File: src/rtl/ptbf_pkg.sv
// Shared types, constants and colour helpers for the pixel to bit-plane framebuffer.
package ptbf_pkg;

   localparam int COORD_W  = 10;
   localparam int COLOR_W  = 24;
   localparam int CHAN_W   = 8;
   localparam int WADDR_W  = 15;
   localparam int WDATA_W  = 6;

   // Quantisation step for one 8-bit channel (255 / 3)
   localparam logic [CHAN_W-1:0] CHAN_STEP = 8'd85;

   // Plane masks: LSB plane bits and MSB plane bits of the packed colour
   localparam logic [WDATA_W-1:0] PLANE_LO_MASK = 6'h15;
   localparam logic [WDATA_W-1:0] PLANE_HI_MASK = 6'h2A;

   // Control carried with one byte update
   typedef struct packed {
      logic                last;       // MSB-plane update, second of the pair
      logic                high_half;  // even flipped row: bits 5,3,1
      logic [WDATA_W-1:0]  plane;      // plane bits at positions 4,2,0
   } op_ctl_type;

   // Channel value divided by 85, giving 0..3
   function automatic logic [1:0] quant_chan(input logic [CHAN_W-1:0] v);
      logic [1:0] q;
      if (v == 8'hFF) begin
         q = 2'd3;
      end else if (v >= CHAN_STEP + CHAN_STEP) begin
         q = 2'd2;
      end else if (v >= CHAN_STEP) begin
         q = 2'd1;
      end else begin
         q = 2'd0;
      end
      return q;
   endfunction

endpackage

File: src/rtl/ptbf_issue.sv
// Pixel intake: bound check, colour split, row flip and two-beat address sequencing.
module ptbf_issue #(
   parameter int COLS  = 144,
   parameter int ROWS  = 168,
   parameter int AddrW = 15
) (
   input  logic                                clock,
   input  logic                                reset,
   input  logic                                req_valid,
   output logic                                req_ready,
   input  logic signed [ptbf_pkg::COORD_W-1:0] req_pixel_col,
   input  logic signed [ptbf_pkg::COORD_W-1:0] req_pixel_row,
   input  logic        [ptbf_pkg::COLOR_W-1:0] req_color_rgb,
   input  logic                                clearing,
   input  logic                                op_ready,
   output logic                                op_valid,
   output logic        [AddrW-1:0]             op_addr,
   output ptbf_pkg::op_ctl_type                op_ctl
);
   import ptbf_pkg::*;

   localparam logic [COORD_W:0]   ColsLim  = (COORD_W+1)'(COLS);
   localparam logic [COORD_W:0]   RowsLim  = (COORD_W+1)'(ROWS);
   localparam logic [COORD_W-2:0] RowLast  = (COORD_W-1)'(ROWS - 1);
   localparam logic [AddrW-1:0]   RowsA    = AddrW'(ROWS);
   localparam logic [AddrW-1:0]   HalfRows = AddrW'(ROWS / 2);

   logic                 s0_valid_ff, s0_valid_in;
   logic                 phase_ff, phase_in;
   logic [AddrW-1:0]     base_ff, base_in;
   logic [COORD_W-3:0]   half_row_ff;
   logic                 high_ff;
   logic [WDATA_W-1:0]   lsb_ff, msb_ff;

   logic                 req_fire, op_fire, pix_ok;
   logic [COORD_W-2:0]   flip_row;
   logic [WDATA_W-1:0]   color6;

   // Decode the incoming pixel
   always_comb begin
      pix_ok   = !req_pixel_col[COORD_W-1]
                 && ({2'b00, req_pixel_col[COORD_W-2:0]} < ColsLim)
                 && !req_pixel_row[COORD_W-1]
                 && ({2'b00, req_pixel_row[COORD_W-2:0]} < RowsLim);
      flip_row = RowLast - req_pixel_row[COORD_W-2:0];
      color6   = {quant_chan(req_color_rgb[23:16]),
                  quant_chan(req_color_rgb[15:8]),
                  quant_chan(req_color_rgb[7:0])};
      base_in  = AddrW'(AddrW'(req_pixel_col[COORD_W-2:0]) * RowsA);
   end

   assign op_fire   = s0_valid_ff && op_ready;
   assign req_ready = !clearing && (!s0_valid_ff || (op_fire && phase_ff));
   assign req_fire  = req_valid && req_ready;

   // Advance the two-beat sequence, drop off-grid pixels at intake
   always_comb begin
      s0_valid_in = s0_valid_ff;
      phase_in    = phase_ff;
      if (req_fire) begin
         s0_valid_in = pix_ok;
         phase_in    = 1'b0;
      end else if (op_fire) begin
         s0_valid_in = !phase_ff;
         phase_in    = !phase_ff;
      end
   end

   always_ff @(posedge clock) begin
      if (reset) begin
         s0_valid_ff <= 1'b0;
         phase_ff    <= 1'b0;
      end else begin
         s0_valid_ff <= s0_valid_in;
         phase_ff    <= phase_in;
      end
   end

   // Hold the decoded pixel
   always_ff @(posedge clock) begin
      if (req_fire) begin
         base_ff     <= base_in;
         half_row_ff <= flip_row[COORD_W-2:1];
         high_ff     <= !flip_row[0];
         lsb_ff      <= color6 & PLANE_LO_MASK;
         msb_ff      <= (color6 & PLANE_HI_MASK) >> 1;
      end
   end

   // Present the current byte update
   always_comb begin
      op_valid         = s0_valid_ff;
      op_addr          = base_ff + AddrW'(half_row_ff) + (phase_ff ? HalfRows : '0);
      op_ctl.last      = phase_ff;
      op_ctl.high_half = high_ff;
      op_ctl.plane     = phase_ff ? msb_ff : lsb_ff;
   end

endmodule

File: config.mk
export PLATFORM = sky130hd
export DESIGN_NAME = ptbf_issue
export DESIGN_NICKNAME = d
export VERILOG_FILES = /design/src/rtl/ptbf_pkg.sv /design/src/rtl/ptbf_issue.sv
export SDC_FILE = /design/constraint.sdc
export NUM_CORES = 1
export LEC_CHECK = 0
export BUFFER_PORTS_ARGS = -buffer_cell sky130_fd_sc_hd__buf_2
export CORE_MARGIN = 2
export CORE_UTILIZATION = 53
export CTS_BUF_LIST = sky130_fd_sc_hd__clkbuf_16
export DETAILED_ROUTE_END_ITERATION = 7
export PLACE_DENSITY = 0.81
export SYNTH_ARGS = -nofsm -noshare
export SYNTH_HDL_FRONTEND = slang
export SYNTH_SLANG_ARGS = --single-unit
File: constraint.sdc
create_clock -name clock -period 4.2 [get_ports clock]
set_input_delay 0 -clock clock [delete_from_list [all_inputs] [get_ports clock]]
set_output_delay 0 -clock clock [all_outputs]
set_load 0.01 [all_outputs]
# Word-level counts from Yosys, hierarchy flattened

Index checks and enable logic that the tools add are counted.

Register bits after elaboration: 29
Input port bits: 49
Output and inout port bits: 25
Word-level logic and storage cells: 55

$add $sub $neg: 3
Multiply operators: 1
Order comparisons: 8
Eq/ne operators: 3
Muxes and demuxes: 10
Reductions and logical operators: 19

Operator list:

| cell                 | number |
|---|---|
| $eq 8x8->1 const B   | 3 |
| $ge 8x7->1 const B   | 3 |
| $ge 8x8->1 const B   | 3 |
| $lt 9x8->1 const B   | 2 |
| $add 15x7->15        | 1 |
| $add 15x8->15        | 1 |
| $mul 9x5->12 const B | 1 |
| $sub 8x9->9 const A  | 1 |
| $mux 1               | 8 |
| $reduce_or 2->1      | 4 |
| $logic_and 1x1->1    | 7 |
| $mux 7               | 1 |
| $logic_not 1->1      | 6 |
| $mux 5               | 1 |
| $reduce_bool 2->1    | 1 |
| $logic_or 1x1->1     | 1 |

# Longest topological paths before layout

Word-level depth: 6
Mapped depth: 10
Gate-level depth less buffers: 10

# Worst setup path before layout

No wires, ideal clock.

Kind: flip-flop to flip-flop
From: reg phase_ff
To: reg base_ff[10] (enable)
Setup time: 0.454 ns
Arrival: 2.752 ns
Required time: 3.746 ns
Slack: 0.994 ns
Cell stages (with the launch flop): 3
Path buffers: 0
Clock period less this slack: 3.206 ns
Path through: dfxtp_1 a21boi_0 nor3b_1

Longest elaborated chain between the ends: 4

RTL lines:

| element                | line             | text |
|---|---|---|
| from (decl)            | ptbf_issue.sv:29 | `logic phase_ff, phase_in;` |
| from (signal assigned) | ptbf_issue.sv:75 | `phase_ff <= phase_in;` |
| $logic_and 1x1->1      | ptbf_issue.sv:53 | `assign req_ready = !clearing && (!s0_valid_ff \|\| (op_fire && phase_ff));` |
| $logic_or 1x1->1       | ptbf_issue.sv:53 |  |
| $logic_and 1x1->1      | ptbf_issue.sv:53 |  |
| $logic_and 1x1->1      | ptbf_issue.sv:54 | `assign req_fire = req_valid && req_ready;` |
| named net req_fire     | ptbf_issue.sv:35 | `logic req_fire, op_fire, pix_ok;` |
| to (signal assigned)   | ptbf_issue.sv:82 | `base_ff <= base_in;` |
| to (decl)              | ptbf_issue.sv:30 | `logic [AddrW-1:0] base_ff, base_in;` |

The timed path passes the listed nets, and every way through them passes these cells.
A chain may end at the register's enable or synchronous reset.

# Final worst setup path

From: reg phase_ff
To: out op_addr[12]

Longest elaborated chain between the ends: 2

RTL lines:

| element       | line             | text |
|---|---|---|
| $mux 7        | ptbf_issue.sv:93 | `op_addr = base_ff + AddrW'(half_row_ff) + (phase_ff ? HalfRows : '0);` |
| $add 15x7->15 | ptbf_issue.sv:93 |  |
| to (decl)     | ptbf_issue.sv:17 | `output logic [AddrW-1:0] op_addr,` |

No other way between the ends.

==> flow_metrics.tcl <==
set metrics [dict create \
    yosysWarnings 0 \
    worst_ep_required_time_ns 4.20 \
    slew_viol_final 0 \
    fin_crit_sh_pct 73.7 \
    path_cells "inv_1 -> fa_1 -> inv_1 -> ha_1 -> a211oi_1 -> o21bai_1 -> a31oi_1 -> o211ai_1 -> buf_2" \
    ant_nets 0 \
    layout_commonest_cell "buf_2" \
    yosys-top-cells-area "edfxtp_1 32%, ha_1 18%, xnor2_1 4.4%" \
    diodes 0 \
    gp_congestion 0.891 \
    hold_path.class "in -> reg" \
    initial_core_util_pct 54.8 \
    hold_viol 0 \
    status "complete, no violations" \
    cts_root_buffer "clkbuf_16" \
    crit_family "compound AO/OA/AOI/OAI gates" \
    cts_inserted_buffers 5 \
    io_pins 74 \
    layout_common_cells "70 x buf_2, 37 x ha_1, 29 x inv_1" \
    startpoint_type "flip-flop" \
    clock_sinks 29 \
    tritoncts "built" \
    port_buffers 70 \
    cp_max_fo 8 \
    post_drt_wl_per_cell_um 14.0 \
    dp.cells 371 \
    power_density_mw_per_mm2 366 \
    route.vias.total 2140 \
    regToRegSetupSlack_ns 2.50 \
    grt_antenna_before_repair 0 \
    async_flop_share_pct 0 \
    place_ws_ns 1.39 \
    sequentialPowerShare_pct 33.9 \
    clockBufferDepth 2 \
    cts_setup_buffers 0 \
    ir_worst_vdd_mv 0.241 \
    clkPwrFrac_pct 28.2 \
    final_nets 422 \
    grt_pass1_wl_um 8430 \
    cpMaxStageDelayCell "fa_1" \
    ys_types 46 \
    r2r-start "phase_ff" \
    fmax_mhz 323 \
    netlist.area_leader.share_pct 31.5 \
    drt-initial-drc-count 95 \
    yosys.area.top_type "edfxtp_1" \
    syn_area_mm2 0.00257 \
    worst_setup_path_end_kind "output pin" \
    synth_cells 253 \
    cp_num_buf_inv 3 \
    power_frac_comb_pct 38.0 \
    grt_max_degree 29 \
    drc 0 \
    p_leak_nw 1.43 \
    critPathKind "reg -> out" \
    cp-startpoint "phase_ff" \
    die-width_um 73.7 \
    rsz0062_at_grt "no" \
    maxCapViolCount 0 \
    wirelength_um 5410 \
    grt_pass1_vias 1958 \
    final-setup-viol-count 0 \
    areaGrowthSynthToFinish_pct 22.4 \
    synth-edff-count 27 \
    routed_via_density 5.54 \
    final_util_pct 67.1 \
    gr-usage-all-layers_pct 20.2 \
    finalNonFillerCells 386 \
    max_stage_delay_ns 0.61 \
    overflow 0 \
    min_period_ns 3.09 \
    drt_pass1_iterations 4 \
    dieArea_mm2 0.00543 \
    ys_seq_area_share_pct 33.1 \
    dp_hpwl_um 4220 \
    htreeDepth 2 \
    cp_common_cell "inv_1" \
    syn_avg_cell_area_um2 10.2 \
    drive_gt1_share_pct 26.8 \
    hold_start "req_color_rgb[23]" \
    intPower_w 0.000781 \
    finalSetupTns_ns 0 \
    clk-insertion-delay-late_ns 0.27 \
    p_sw_share_pct 32.2 \
    path_clk_slew_ns 0.05 \
    p_sw_w 0.000372 \
    rows 25 \
    fin_ws_ns 1.11 \
    die_h_um 73.7 \
    synth_top_flop_cell "edfxtp_1" \
    core-area_mm2 0.00469 \
    synth-seq-cells 29 \
    worst_clock_skew_ns 0.00535 \
    crit_arrival_ns 3.09 \
]
-- cells in the mapped netlist (4+ instances only) --
cell	instances
ha_1	37
inv_1	28
edfxtp_1	27
xnor2_1	13
nor2_1	12
o211ai_1	12
o21a_1	12
o21ai_0	12
a21oi_1	9
nand2_1	9
buf_4	7
nand3_1	7
fa_1	5
nor3_1	5
nor3b_1	5
xor2_1	5
a21boi_0	4
-- power by group through the flow --
| stage | clock [W] | combinational [W] | sequential [W] |
|---|---|---|---|
| final | 0.000324 | 0.000438 | 0.000390 |
| after global placement | 0 | 0.000412 | 0.000394 |
| after floorplan | 0 | 0.000314 | 0.000389 |
| after detailed placement | 0 | 0.000428 | 0.000395 |
| after CTS | 0.000326 | 0.000437 | 0.000390 |
| after global routing | 0.000338 | 0.000490 | 0.000395 |
-- metrics by stage --
step | total power [W] | hold WS (ns) | instance area (um2)
2_1_floorplan | 0.000702 | 0.0475 | 2580
3_3_place_gp | 0.000806 | 0.176 | 2940
3_5_place_dp | 0.000823 | 0.178 | 2940
4_1_cts | 0.00115 | 0.0627 | 3150
5_1_grt | 0.00122 | 0.0655 | 3150
6_report | 0.00115 | 0.0613 | 3150
-- registers in the layout, summed over array words and instances (netlist names) --
register / flops
phase_ff: 1
op_valid: 1
base_ff: 12
lsb_ff: 3
half_row_ff: 8
high_ff: 1
msb_ff: 3
-- worst reg2reg max path, cell delays in order (launching register included) --
cell	delay [ns]
dfxtp_1	0.53
a21boi_0	0.26
nor3b_2	0.20
buf_4	0.35
-- area by class of cell --
| cell class | instances | area [um2] |
|---|---|---|
| clock inverters | 3 | 13.8 |
| inverters | 28 | 105 |
| well taps | 54 | 67.6 |
| multi-input cells | 189 | 1560 |
| flip-flops and latches | 29 | 851 |
| repair buffers | 78 | 428 |
| clock buffers | 5 | 125 |
| fillers | 346 | 1540 |
-- cell families (layout without fill, tap and decap cells) --
kind of cell / after synthesis / in the layout / share of synthesized area (%)
flip-flops: 29 / 29 / 33.1
AO/OA/AOI/OAI: 64 / 64 / 17.3
other: 1 / 3 / 0.146
AND/OR/NAND/NOR: 56 / 56 / 12.1
adder cells (fa/ha/maj): 42 / 42 / 21.9
multiplexers: 6 / 6 / 2.48
XOR/XNOR: 18 / 18 / 6.13
buffers and inverters: 37 / 114 / 6.86
-- final timing paths --
check	endpoint	cells after the start
worst max-delay path	op_addr[12]	9
worst min-delay path	lsb_ff[4]	2
worst max register to register	base_ff[14]	3
worst min register to register	phase_ff	3
-- what timing repair did --
item                                    4_1_cts  5_1_grt
gates resized for setup                       0        0
hold buffers                                  7        0
hold endpoints to repair                      8        0
endpoints found under the setup margin        0        0
-- per-layer routing --
layer	vias to the layer above	global-route usage, %	routed length, um
li1	1078	-	-
met1	968	24.8	2350
met2	80	34.5	2670
met3	14	3.57	267
met4	0	8.89	131
met5	-	0	0
Power figures use the tool's default switching activity.
